--- src/hdl/comma_token_lexer_unit_assert.svh ---
// ---------------------------------------------------------------------------
// comma token lexer assertion macros
// shared check forms, clocked on i_clk and quiet while i_rst_n is low
// ---------------------------------------------------------------------------
`ifndef COMMA_TOKEN_LEXER_UNIT_ASSERT_SVH
`define COMMA_TOKEN_LEXER_UNIT_ASSERT_SVH

// condition holds whenever the antecedent holds, same edge
`define CTLA_HOLDS(label, ante, cons) \
    label: assert property (@(posedge i_clk) disable iff (!i_rst_n) \
        (ante) |-> (cons)) else $error("comma token lexer check failed");

// condition holds on the edge after the antecedent
`define CTLA_NEXT(label, ante, cons) \
    label: assert property (@(posedge i_clk) disable iff (!i_rst_n) \
        (ante) |=> (cons)) else $error("comma token lexer check failed");

`endif

--- src/hdl/ctlex_pkg.sv ---
// ---------------------------------------------------------------------------
// ctlex_pkg
// types, character codes and register map of the comma token lexer
// ---------------------------------------------------------------------------
package ctlex_pkg;

    // storage the original token buffer had; one slot holds the terminator
    localparam int TOKEN_BUFFER_SIZE = 1024;
    localparam int LEN_W             = 10;
    localparam logic [LEN_W-1:0] KEEP_CAP =
        (TOKEN_BUFFER_SIZE - 1 < 1023) ? LEN_W'(TOKEN_BUFFER_SIZE - 1) : LEN_W'(1023);

    // character codes
    localparam logic [7:0] CH_SEP_MAX = 8'd32;
    localparam logic [7:0] CH_NUL     = 8'h00;
    localparam logic [7:0] CH_NEWLINE = 8'h0a;
    localparam logic [7:0] CH_QUOTE   = 8'h22;
    localparam logic [7:0] CH_STAR    = 8'h2a;
    localparam logic [7:0] CH_COMMA   = 8'h2c;
    localparam logic [7:0] CH_SLASH   = 8'h2f;

    // configuration register map
    localparam int CFG_IDX_W  = 2;
    localparam int CFG_DATA_W = 10;
    localparam logic [CFG_IDX_W-1:0] CFG_MAX_LEN    = 2'd0;
    localparam logic [CFG_IDX_W-1:0] CFG_EAT_COMMA  = 2'd1;
    localparam logic [CFG_IDX_W-1:0] CFG_HIGH_SPLIT = 2'd2;

    localparam logic [LEN_W-1:0] RST_MAX_LEN    = 10'd1023;
    localparam logic             RST_EAT_COMMA  = 1'b1;
    localparam logic             RST_HIGH_SPLIT = 1'b1;

    typedef enum logic [2:0] {
        MODE_IDLE,
        MODE_WORD,
        MODE_HELD,
        MODE_QUOTE,
        MODE_AFTER_QUOTE,
        MODE_LINE,
        MODE_BLOCK,
        MODE_BLOCK_STAR
    } t_mode;

    typedef struct packed {
        logic [LEN_W-1:0] max_len;
        logic             eat_comma;
        logic             high_split;
    } t_cfg;

    typedef struct packed {
        logic [7:0]       out_byte;
        logic             is_token_end;
        logic             was_quoted;
        logic [LEN_W-1:0] token_length;
        logic             was_truncated;
        logic             last_of_run;
    } t_result;

    // up to two words produced by one text byte, r0 first
    typedef struct packed {
        logic [1:0] count;
        t_result    r0;
        t_result    r1;
    } t_push;

    function automatic t_result byte_item(logic [7:0] b, logic quoted);
        t_result r;
        r               = '0;
        r.out_byte      = b;
        r.was_quoted    = quoted;
        return r;
    endfunction

    function automatic t_result end_item(logic [LEN_W-1:0] len, logic trunc, logic quoted);
        t_result r;
        r               = '0;
        r.is_token_end  = 1'b1;
        r.was_quoted    = quoted;
        r.token_length  = len;
        r.was_truncated = trunc;
        return r;
    endfunction

endpackage

--- src/hdl/ctlex_text_if.sv ---
// ---------------------------------------------------------------------------
// ctlex_text_if
// text byte channel into the lexer
// ---------------------------------------------------------------------------
interface ctlex_text_if;
    logic       valid;
    logic       ready;
    logic [7:0] text_byte;

    modport source (output valid, output text_byte, input ready);
    modport sink   (input valid, input text_byte, output ready);
endinterface

--- src/hdl/ctlex_token_if.sv ---
// ---------------------------------------------------------------------------
// ctlex_token_if
// token word channel out of the lexer
// ---------------------------------------------------------------------------
interface ctlex_token_if;
    logic       valid;
    logic       ready;
    logic [7:0] out_byte;
    logic       is_token_end;
    logic       was_quoted;
    logic [9:0] token_length;
    logic       was_truncated;
    logic       last_of_run;

    modport source (output valid, output out_byte, output is_token_end,
                    output was_quoted, output token_length, output was_truncated,
                    output last_of_run, input ready);
    modport sink   (input valid, input out_byte, input is_token_end,
                    input was_quoted, input token_length, input was_truncated,
                    input last_of_run, output ready);
endinterface

--- src/hdl/comma_token_lexer_unit.sv ---
// ---------------------------------------------------------------------------
// comma_token_lexer_unit
// text lexer: splits a byte stream into words and quoted strings, skips
// blanks and c style comments, streams token bytes plus an end word
// ---------------------------------------------------------------------------
//
//  channel   dir  handshake            payload
//  i_text    in   valid / ready        text_byte (8)
//  o_token   out  valid / ready        out_byte, is_token_end, was_quoted,
//                                      token_length (10), was_truncated,
//                                      last_of_run
//  i_cfg_*   in   write enable only    i_cfg_idx (2), i_cfg_data (10)
//
//  one text byte is taken per cycle; its 0, 1 or 2 result words land in the
//  output queue on the same edge and leave it one per cycle while the sink
//  holds o_token.ready high; with the queue empty, the first result word of
//  a byte is visible the cycle after the byte is taken. i_text.ready drops
//  only while the four-entry output queue has fewer than two free slots, so
//  two-word bytes keep pace with the drain, the rest at one byte per cycle
//  reset is synchronous, active low; it clears the lexer to idle, empties
//  the queue and reloads the register defaults (1023, 1, 1)
//
module comma_token_lexer_unit (
    input  logic                                  i_clk,
    input  logic                                  i_rst_n,
    input  logic                                  i_cfg_we,
    input  logic [ctlex_pkg::CFG_IDX_W-1:0]       i_cfg_idx,
    input  logic [ctlex_pkg::CFG_DATA_W-1:0]      i_cfg_data,
    ctlex_text_if.sink                            i_text,
    ctlex_token_if.source                         o_token
);
    import ctlex_pkg::*;

    t_cfg  r_cfg;
    t_push w_push;
    logic  w_room;
    logic  w_take;

    // register writes, indexes past the map are dropped
    always_ff @(posedge i_clk) begin
        if (!i_rst_n) begin
            r_cfg.max_len    <= RST_MAX_LEN;
            r_cfg.eat_comma  <= RST_EAT_COMMA;
            r_cfg.high_split <= RST_HIGH_SPLIT;
        end else if (i_cfg_we) begin
            unique case (i_cfg_idx)
                CFG_MAX_LEN:    r_cfg.max_len    <= i_cfg_data[LEN_W-1:0];
                CFG_EAT_COMMA:  r_cfg.eat_comma  <= i_cfg_data[0];
                CFG_HIGH_SPLIT: r_cfg.high_split <= i_cfg_data[0];
                default: ;
            endcase
        end
    end

    // accept whenever a worst-case pair of words still fits
    assign i_text.ready = w_room;
    assign w_take       = i_text.valid & w_room;

    // state machine: mode, kept length, drop flag, quote flag, parked byte
    ctlex_engine u_engine (
        .i_clk   (i_clk),
        .i_rst_n (i_rst_n),
        .i_take  (w_take),
        .i_byte  (i_text.text_byte),
        .i_cfg   (r_cfg),
        .o_push  (w_push)
    );

    // result queue decouples the two handshakes
    ctlex_outq u_outq (
        .i_clk   (i_clk),
        .i_rst_n (i_rst_n),
        .i_push  (w_push),
        .o_room  (w_room),
        .o_src   (o_token)
    );

endmodule

--- src/hdl/ctlex_engine.sv ---
// ---------------------------------------------------------------------------
// ctlex_engine
// lexer state machine: one text byte in, up to two words out per cycle
// ---------------------------------------------------------------------------
module ctlex_engine (
    input  logic            i_clk,
    input  logic            i_rst_n,
    input  logic            i_take,
    input  logic [7:0]      i_byte,
    input  ctlex_pkg::t_cfg i_cfg,
    output ctlex_pkg::t_push o_push
);
    import ctlex_pkg::*;

    `include "comma_token_lexer_unit_assert.svh"

    t_mode            r_mode,    n_mode;
    logic [LEN_W-1:0] r_kept,    n_kept;
    logic             r_dropped, n_dropped;
    logic             r_quoted,  n_quoted;
    logic [7:0]       r_held,    n_held;

    logic [LEN_W-1:0] w_lim;
    logic             w_lim_nz;
    logic             w_sep;
    logic             w_comma;
    logic             w_split;
    logic             w_in_comment;

    assign w_lim    = (i_cfg.max_len > KEEP_CAP) ? KEEP_CAP : i_cfg.max_len;
    assign w_lim_nz = (w_lim != '0);
    assign w_sep    = (i_byte <= CH_SEP_MAX);
    assign w_comma  = (i_byte == CH_COMMA);
    // high byte (if high_split) or uneaten comma ends the word, opens the next
    assign w_split  = (i_byte[7] & i_cfg.high_split) | (w_comma & ~i_cfg.eat_comma);
    assign w_in_comment = (r_mode == MODE_LINE) || (r_mode == MODE_BLOCK)
                          || (r_mode == MODE_BLOCK_STAR);

    always_ff @(posedge i_clk) begin
        if (!i_rst_n) begin
            r_mode    <= MODE_IDLE;
            r_kept    <= '0;
            r_dropped <= 1'b0;
            r_quoted  <= 1'b0;
        end else begin
            r_mode    <= n_mode;
            r_kept    <= n_kept;
            r_dropped <= n_dropped;
            r_quoted  <= n_quoted;
        end
    end

    always_ff @(posedge i_clk) begin
        r_held <= n_held;
    end

    always_comb begin
        t_result    v_res [2];
        logic [1:0] v_n;
        logic       v_word;

        n_mode    = r_mode;
        n_kept    = r_kept;
        n_dropped = r_dropped;
        n_quoted  = r_quoted;
        n_held    = r_held;
        v_res[0]  = '0;
        v_res[1]  = '0;
        v_n       = 2'd0;
        v_word    = 1'b0;

        if (i_take) begin
            unique case (r_mode)
                MODE_WORD: begin
                    v_word = 1'b1;
                end
                MODE_HELD: begin
                    if (r_held == CH_SLASH && i_byte == CH_SLASH) begin
                        n_mode = MODE_LINE;
                    end else if (r_held == CH_SLASH && i_byte == CH_STAR) begin
                        n_mode = MODE_BLOCK_STAR;
                    end else begin
                        n_mode = MODE_WORD;
                        if (n_kept < w_lim) begin
                            v_res[0] = byte_item(r_held, n_quoted);
                            v_n      = 2'd1;
                            n_kept   = n_kept + LEN_W'(1);
                        end else begin
                            n_dropped = 1'b1;
                        end
                        v_word = 1'b1;
                    end
                end
                MODE_QUOTE: begin
                    if (i_byte == CH_NUL) begin
                        v_res[0] = end_item(n_kept, n_dropped, n_quoted);
                        v_n      = 2'd1;
                        n_mode   = MODE_IDLE;
                    end else if (i_byte == CH_QUOTE) begin
                        v_res[0] = end_item(n_kept, n_dropped, n_quoted);
                        v_n      = 2'd1;
                        n_mode   = MODE_AFTER_QUOTE;
                    end else if (n_kept < w_lim) begin
                        v_res[0] = byte_item(i_byte, n_quoted);
                        v_n      = 2'd1;
                        n_kept   = n_kept + LEN_W'(1);
                    end else begin
                        n_dropped = 1'b1;
                    end
                end
                MODE_LINE: begin
                    if (i_byte == CH_NUL || i_byte == CH_NEWLINE) begin
                        n_mode = MODE_IDLE;
                    end
                end
                MODE_BLOCK: begin
                    if (i_byte == CH_NUL) begin
                        n_mode = MODE_IDLE;
                    end else if (i_byte == CH_STAR) begin
                        n_mode = MODE_BLOCK_STAR;
                    end
                end
                MODE_BLOCK_STAR: begin
                    if (i_byte == CH_NUL || i_byte == CH_SLASH) begin
                        n_mode = MODE_IDLE;
                    end else if (i_byte != CH_STAR) begin
                        n_mode = MODE_BLOCK;
                    end
                end
                MODE_IDLE, MODE_AFTER_QUOTE: begin
                    if (r_mode == MODE_AFTER_QUOTE && w_comma && i_cfg.eat_comma) begin
                        n_mode = MODE_IDLE;
                    end else if (w_sep) begin
                        n_mode = MODE_IDLE;
                    end else if (i_byte == CH_QUOTE) begin
                        n_quoted  = 1'b1;
                        n_kept    = '0;
                        n_dropped = 1'b0;
                        n_mode    = MODE_QUOTE;
                    end else if (i_byte == CH_SLASH) begin
                        n_quoted  = 1'b0;
                        n_kept    = '0;
                        n_dropped = 1'b0;
                        n_held    = i_byte;
                        n_mode    = MODE_HELD;
                    end else begin
                        n_quoted  = 1'b0;
                        n_dropped = ~w_lim_nz;
                        n_kept    = w_lim_nz ? LEN_W'(1) : '0;
                        if (w_lim_nz) begin
                            v_res[0] = byte_item(i_byte, 1'b0);
                            v_n      = 2'd1;
                        end
                        n_mode = MODE_WORD;
                    end
                end
            endcase

            // word continuation, shared by an open word and a released held byte
            if (v_word) begin
                if (w_sep) begin
                    v_res[v_n[0]] = end_item(n_kept, n_dropped, n_quoted);
                    v_n           = v_n + 2'd1;
                    n_mode        = MODE_IDLE;
                end else if (w_split) begin
                    v_res[v_n[0]] = end_item(n_kept, n_dropped, n_quoted);
                    v_n           = v_n + 2'd1;
                    n_quoted      = 1'b0;
                    n_kept        = '0;
                    n_dropped     = 1'b0;
                    if (v_n != 2'd2) begin
                        if (w_lim_nz) begin
                            v_res[v_n[0]] = byte_item(i_byte, 1'b0);
                            v_n           = v_n + 2'd1;
                            n_kept        = LEN_W'(1);
                        end else begin
                            n_dropped = 1'b1;
                        end
                        n_mode = MODE_WORD;
                    end else begin
                        // out of room this cycle: park the byte
                        n_held = i_byte;
                        n_mode = MODE_HELD;
                    end
                end else if (w_comma) begin
                    v_res[v_n[0]] = end_item(n_kept, n_dropped, n_quoted);
                    v_n           = v_n + 2'd1;
                    n_mode        = MODE_IDLE;
                end else if (n_kept < w_lim) begin
                    v_res[v_n[0]] = byte_item(i_byte, n_quoted);
                    v_n           = v_n + 2'd1;
                    n_kept        = n_kept + LEN_W'(1);
                end else begin
                    n_dropped = 1'b1;
                end
            end
        end

        if (v_n == 2'd1) begin
            v_res[0].last_of_run = 1'b1;
        end else if (v_n == 2'd2) begin
            v_res[1].last_of_run = 1'b1;
        end

        o_push.count = v_n;
        o_push.r0    = v_res[0];
        o_push.r1    = v_res[1];
    end

    `CTLA_HOLDS(a_held_fresh, r_mode == MODE_HELD, r_kept == '0 && !r_dropped)
    `CTLA_HOLDS(a_quote_flag, r_mode == MODE_QUOTE || r_mode == MODE_AFTER_QUOTE, r_quoted)
    `CTLA_HOLDS(a_comment_silent, i_take && w_in_comment, o_push.count == 2'd0)

endmodule

--- src/hdl/ctlex_outq.sv ---
// ---------------------------------------------------------------------------
// ctlex_outq
// four-entry result queue, takes up to two words a cycle, gives one on ready
// ---------------------------------------------------------------------------
module ctlex_outq (
    input  logic             i_clk,
    input  logic             i_rst_n,
    input  ctlex_pkg::t_push i_push,
    output logic             o_room,
    ctlex_token_if.source    o_src
);
    import ctlex_pkg::*;

    `include "comma_token_lexer_unit_assert.svh"

    localparam int DEPTH = 4;
    localparam int PTR_W = $clog2(DEPTH);

    t_result          r_q [DEPTH];
    logic [PTR_W-1:0] r_wr,  n_wr;
    logic [PTR_W-1:0] r_rd,  n_rd;
    logic [PTR_W:0]   r_cnt, n_cnt;
    logic             w_pop;
    t_result          w_head;

    assign w_head = r_q[r_rd];
    assign w_pop  = o_src.valid & o_src.ready;
    assign o_room = (r_cnt <= (PTR_W+1)'(DEPTH - 2));

    always_comb begin
        n_wr  = r_wr + PTR_W'(i_push.count);
        n_rd  = r_rd + PTR_W'(w_pop);
        n_cnt = r_cnt + (PTR_W+1)'(i_push.count) - (PTR_W+1)'(w_pop);
    end

    always_ff @(posedge i_clk) begin
        if (!i_rst_n) begin
            r_wr  <= '0;
            r_rd  <= '0;
            r_cnt <= '0;
        end else begin
            r_wr  <= n_wr;
            r_rd  <= n_rd;
            r_cnt <= n_cnt;
        end
    end

    always_ff @(posedge i_clk) begin
        if (i_push.count != 2'd0) begin
            r_q[r_wr] <= i_push.r0;
        end
        if (i_push.count == 2'd2) begin
            r_q[r_wr + PTR_W'(1)] <= i_push.r1;
        end
    end

    assign o_src.valid         = (r_cnt != '0);
    assign o_src.out_byte      = w_head.out_byte;
    assign o_src.is_token_end  = w_head.is_token_end;
    assign o_src.was_quoted    = w_head.was_quoted;
    assign o_src.token_length  = w_head.token_length;
    assign o_src.was_truncated = w_head.was_truncated;
    assign o_src.last_of_run   = w_head.last_of_run;

    `CTLA_HOLDS(a_no_overflow, 1'b1, r_cnt <= (PTR_W+1)'(DEPTH))
    `CTLA_HOLDS(a_pair_fits, i_push.count == 2'd2, r_cnt <= (PTR_W+1)'(DEPTH - 2))
    `CTLA_NEXT(a_partner_queued, w_pop && !w_head.last_of_run, o_src.valid)

endmodule
--- src/flat_wrapper.sv ---
// flat-port wrapper written by rule: the top's interface ports become plain ports
module comma_token_lexer_unit_flat import ctlex_pkg::*;
  (i_clk, i_rst_n, i_cfg_we, i_cfg_idx, i_cfg_data, i_text_valid, i_text_text_byte, i_text_ready, o_token_valid, o_token_out_byte, o_token_is_token_end, o_token_was_quoted, o_token_token_length, o_token_was_truncated, o_token_last_of_run, o_token_ready);
  ctlex_text_if i_text_i ();
  ctlex_token_if o_token_i ();
  input  logic i_clk;
  input  logic i_rst_n;
  input  logic i_cfg_we;
  input  logic [ctlex_pkg::CFG_IDX_W-1:0] i_cfg_idx;
  input  logic [ctlex_pkg::CFG_DATA_W-1:0] i_cfg_data;
  input wire logic [$bits(i_text_i.valid)-1:0] i_text_valid;
  input wire logic [$bits(i_text_i.text_byte)-1:0] i_text_text_byte;
  output wire logic [$bits(i_text_i.ready)-1:0] i_text_ready;
  output wire logic [$bits(o_token_i.valid)-1:0] o_token_valid;
  output wire logic [$bits(o_token_i.out_byte)-1:0] o_token_out_byte;
  output wire logic [$bits(o_token_i.is_token_end)-1:0] o_token_is_token_end;
  output wire logic [$bits(o_token_i.was_quoted)-1:0] o_token_was_quoted;
  output wire logic [$bits(o_token_i.token_length)-1:0] o_token_token_length;
  output wire logic [$bits(o_token_i.was_truncated)-1:0] o_token_was_truncated;
  output wire logic [$bits(o_token_i.last_of_run)-1:0] o_token_last_of_run;
  input wire logic [$bits(o_token_i.ready)-1:0] o_token_ready;
  assign i_text_i.valid = i_text_valid;
  assign i_text_i.text_byte = i_text_text_byte;
  assign i_text_ready = i_text_i.ready;
  assign o_token_valid = o_token_i.valid;
  assign o_token_out_byte = o_token_i.out_byte;
  assign o_token_is_token_end = o_token_i.is_token_end;
  assign o_token_was_quoted = o_token_i.was_quoted;
  assign o_token_token_length = o_token_i.token_length;
  assign o_token_was_truncated = o_token_i.was_truncated;
  assign o_token_last_of_run = o_token_i.last_of_run;
  assign o_token_i.ready = o_token_ready;
  comma_token_lexer_unit u_core (.i_clk(i_clk), .i_rst_n(i_rst_n), .i_cfg_we(i_cfg_we), .i_cfg_idx(i_cfg_idx), .i_cfg_data(i_cfg_data), .i_text(i_text_i), .o_token(o_token_i));
endmodule
--- config.mk ---
export PLATFORM = sky130hd
export DESIGN_NAME = comma_token_lexer_unit_flat
export DESIGN_NICKNAME = d
export VERILOG_FILES = /design/src/hdl/ctlex_pkg.sv /design/src/hdl/ctlex_text_if.sv /design/src/hdl/ctlex_token_if.sv /design/src/hdl/comma_token_lexer_unit.sv /design/src/hdl/ctlex_engine.sv /design/src/hdl/ctlex_outq.sv /design/src/flat_wrapper.sv
export VERILOG_INCLUDE_DIRS = /design/src /design/src/hdl
export SDC_FILE = /design/constraint.sdc
export NUM_CORES = 1
export LEC_CHECK = 0
export ABC_AREA = 1
export BUFFER_PORTS_ARGS = -buffer_cell sky130_fd_sc_hd__buf_2
export CAP_MARGIN = 30
export CORE_ASPECT_RATIO = 0.5
export CORE_MARGIN = 2
export CORE_UTILIZATION = 42
export CTS_BUF_LIST = sky130_fd_sc_hd__clkbuf_16
export CTS_CLUSTER_SIZE = 12
export DETAILED_ROUTE_END_ITERATION = 8
export PLACE_DENSITY = 0.7
export SYNTH_ARGS = -nofsm -noshare
export SYNTH_HDL_FRONTEND = slang
export SYNTH_SLANG_ARGS = --single-unit
--- constraint.sdc ---
create_clock -name i_clk -period 6 [get_ports i_clk]
set_input_delay 0.6 -clock i_clk [delete_from_list [all_inputs] [get_ports i_clk]]
set_output_delay 0.6 -clock i_clk [all_outputs]
set_load 0.01 [all_outputs]
==> impl_metrics.env <==
export IMPL_io_pins=49
export IMPL_ys_warn_count=0
export IMPL_area_delta_synth_final_pct=13.3
export IMPL_ir_drop_v=0.000215
export IMPL_critical_path_top_delay_family="simple AND/OR/NAND/NOR gates"
export IMPL_required_ns=6.32
export IMPL_startpoint="u_core.u_engine.r_kept[4]$_SDFFE_PN0P_"
export IMPL_worstSkewPairLatency_ns=0.43
export IMPL_worstMarginPinSlew_ns=1.13
export IMPL_first_iter_violations=964
export IMPL_n_antenna_cell=0
export IMPL_cts_hold_fix_buffers=0
export IMPL_critical_path_buf_inv_count=5
export IMPL_synth_seq_area_share_pct=40.7
export IMPL_rsz0062_at_grt="false"
export IMPL_synthesis_area_um2=8760
export IMPL_core_um2=20500
export IMPL_place_ws_ns=0.444
export IMPL_layout_setup_ws_ns=0.569
export IMPL_cp_start_kind="register"
export IMPL_dr_pass1_iters=5
export IMPL_cts_resized=0
export IMPL_syn_mean_instance_area_um2=7.49
export IMPL_wl_per_cell_um=19.0
export IMPL_whs_ns=0.378
export IMPL_ys_seq_elements=130
export IMPL_max_freq_mhz=184
export IMPL_fin_crit_sh_pct=90.5
export IMPL_post_cts_setup_buffer_count=0
export IMPL_initial_core_util_pct=42.7
export IMPL_setup_viol=0
export IMPL_crit_top_cell="nand2_1"
export IMPL_slew_headroom_pct=24.0
export IMPL_skew_ns=0.0104
export IMPL_drt_total_wl_um=28400
export IMPL_maxCapViolCount=0
export IMPL_track_usage_pct=26.4
export IMPL_drv_slew=0
export IMPL_grt_pass1_wl_um=44500
export IMPL_worstSetupEndpoint="u_core.u_outq.r_cnt[2]$_SDFF_PN0_"
export IMPL_io_buffers=48
export IMPL_arrival_ns=5.75
export IMPL_slowest_stage="dfxtp_1"
export IMPL_overflow=0
export IMPL_end_kind="register"
export IMPL_netlist_instances=1169
export IMPL_ant_nets=0
export IMPL_clock_root_buffer="clkbuf_16"
export IMPL_chipWidth_um=208
export IMPL_htree_levels=4
export IMPL_power_density_nw_per_um2=374
export IMPL_cts_num_sinks=130
export IMPL_grt_max_degree=47
export IMPL_remaining_drc_errors=0
export IMPL_dr_total_vias=8507
export IMPL_die_area_um2=22100
export IMPL_vias_per_cell=5.69
export IMPL_r2r_end="u_core.u_outq.r_cnt[2]$_SDFF_PN0_"
export IMPL_worstSetupPathType="reg2reg"
export IMPL_drive_above_1_share_pct=13.3
export IMPL_hold_viol_final=0
export IMPL_gp_congestion=0.949
export IMPL_cts_clk_slew_worst_paths_ns=0.06
export IMPL_cts_max_path_buffers=2
export IMPL_worstPathMaxFanout=8
export IMPL_status="finished clean"
export IMPL_finalInstanceArea_um2=9920
export IMPL_r2r_start="u_core.u_engine.r_kept[4]$_SDFFE_PN0P_"
export IMPL_synth_distinct_cells=50
export IMPL_setup_tns_ns=0
export IMPL_fin_crit_ns=5.43
export IMPL_antenna_found_initial=0
export IMPL_cp_num_cells=32
export IMPL_dpl_cell_area_um2=9260
export IMPL_hold_class="in2reg"
export IMPL_r2r_cells=32
export IMPL_hpwl_um=20600
export IMPL_row_count=37
export IMPL_die_h_um=106
export IMPL_rrSetupSlack_ns=0.57
export IMPL_cts_tree="done"
export IMPL_leakagePower_nw=4.15
export IMPL_nNetsFinal=1261
export IMPL_synth_fp_nets=1221
export IMPL_utilization_pct=48.4
export IMPL_critPathMaxStageDelay_ns=0.53
export IMPL_cts_made_buffers=17
export IMPL_grt_pass1_vias=7906
## worst register-to-register path, delay by kind of cell (launching register included)
family | cells | cell delay [ns]
AND/OR/NAND/NOR | 17 | 1.89
adder cells (fa/ha/maj) | 6 | 1.81
AO/OA/AOI/OAI | 4 | 0.62
flip-flops | 1 | 0.53
buffers and inverters | 5 | 0.45
## flip-flops by register name, summed over array words and instances (netlist names)
name and cells:
u_core.r_cfg 12, u_core.u_engine.r_dropped 1, u_core.u_engine.r_held 8, u_core.u_engine.r_kept 10
u_core.u_engine.r_mode 3, u_core.u_engine.r_quoted 1, u_core.u_outq.r_cnt 3, u_core.u_outq.r_q 88
u_core.u_outq.r_rd 2, u_core.u_outq.r_wr 2
## cell usage in the layout, fill, tap and decap left out, types with 17 or more instances in the layout
| cell | Yosys | routed |
|---|---|---|
| inv_1 | 107 | 108 |
| buf_4 | 6 | 17 |
| nand3_1 | 54 | 54 |
| buf_2 | 10 | 48 |
| o21ai_0 | 114 | 114 |
| nand2_1 | 297 | 297 |
| nor2_1 | 117 | 117 |
| ha_1 | 26 | 26 |
| nand4_1 | 19 | 19 |
| edfxtp_1 | 96 | 96 |
| a21oi_1 | 53 | 53 |
| clkbuf_16 | 0 | 17 |
| o21ai_1 | 45 | 45 |
| o22ai_1 | 33 | 33 |
| dfxtp_1 | 34 | 34 |
| inv_2 | 20 | 20 |
## report_power, final
group	leakage, nW	internal, mW	total, mW	switching (mW)
Sequential	1.17	1.17	1.23	0.0593
Clock	0.324	0.743	1.18	0.438
Combinational	2.65	0.387	1.30	0.908
Total	4.15	2.30	3.71	1.41
## worst min path at each step
stage                                          start                                     to  slack [ns]  depth (start not counted)
2_1_floorplan           u_core.r_cfg[0]$_SDFFE_PN1P_           u_core.r_cfg[0]$_SDFFE_PN1P_        0.44                          2
3_3_place_gp   u_core.u_engine.r_quoted$_SDFFE_PN0P_  u_core.u_engine.r_quoted$_SDFFE_PN0P_        0.48                          2
3_5_place_dp   u_core.u_engine.r_quoted$_SDFFE_PN0P_  u_core.u_engine.r_quoted$_SDFFE_PN0P_        0.48                          2
4_1_cts                                i_cfg_data[5]           u_core.r_cfg[7]$_SDFFE_PN1P_        0.37                          3
5_1_grt                                i_cfg_data[5]           u_core.r_cfg[7]$_SDFFE_PN1P_        0.38                          3
6_report                               i_cfg_data[5]           u_core.r_cfg[7]$_SDFFE_PN1P_        0.38                          3
## per-stage QoR
stage          power [mW]  cells
6_report             3.71   1495
5_1_grt              3.91   1495
4_1_cts              3.71   1495
3_5_place_dp         2.53   1463
3_3_place_gp         2.51   1463
2_1_floorplan        2.09   1169
## kinds of logic (layout without fill, tap and decap cells)
kind of cell / count (synthesis) / in the layout / share of synthesized area [%]
AOI/OAI and AO/OA: 287 / 287 / 18.3
adders and majority gates: 27 / 27 / 3.94
xor gates and xnor gates: 8 / 8 / 0.800
buffers and inverters: 174 / 227 / 8.06
and+or+nand+nor: 543 / 543 / 28.2
DFF: 130 / 130 / 40.7
## synthesized netlist by cell type, drive strengths merged
library cell  number  area share (%)
nor3              20             1.6
a211oi             4            0.40
nand3             60             4.3
xnor2              1            0.10
a31oi              4            0.29
clkinv             2           0.086
fa                 1            0.23
o31ai              1           0.086
o21a               5            0.43
dfxtp             34             7.8
ha                26             3.7
a21o               1           0.086
nand2            308              14
o21bai             3            0.26
nand3b             2            0.31
o22ai             33             2.4
a21boi             1           0.086
o221ai             6            0.60
or2                1           0.071
o21ai            159             9.1
nor4               1           0.071
o32ai              1            0.10
nand4             20             1.6
nor2             131             6.7
o221a              1            0.13
a221oi             2            0.20
edfxtp            96              33
a21oi             54             3.1
xor2               7            0.70
clkbuf            25             1.1
inv              128             5.5
o211ai            12             1.0
buf               19             1.4
## final cells by class
class | instances | area [um^2]
multi-input cells | 865 | 4500
flip-flops and latches | 130 | 3560
clock inverters | 15 | 229
inverters | 130 | 490
clock buffers | 17 | 425
well taps | 273 | 342
repair buffers | 65 | 368
fillers | 2002 | 10600
## layer usage
metal / up-vias / track usage, % / part of all wire (%)
met1: 3995 / 36.7 / 45
met5: - / 0 / 0
met2: 404 / 41.2 / 43
met3: 39 / 5.61 / 9.4
li1: 4069 / - / -
met4: 0 / 8.27 / 2.0
Note: power is estimated with default switching activity, not from simulation.
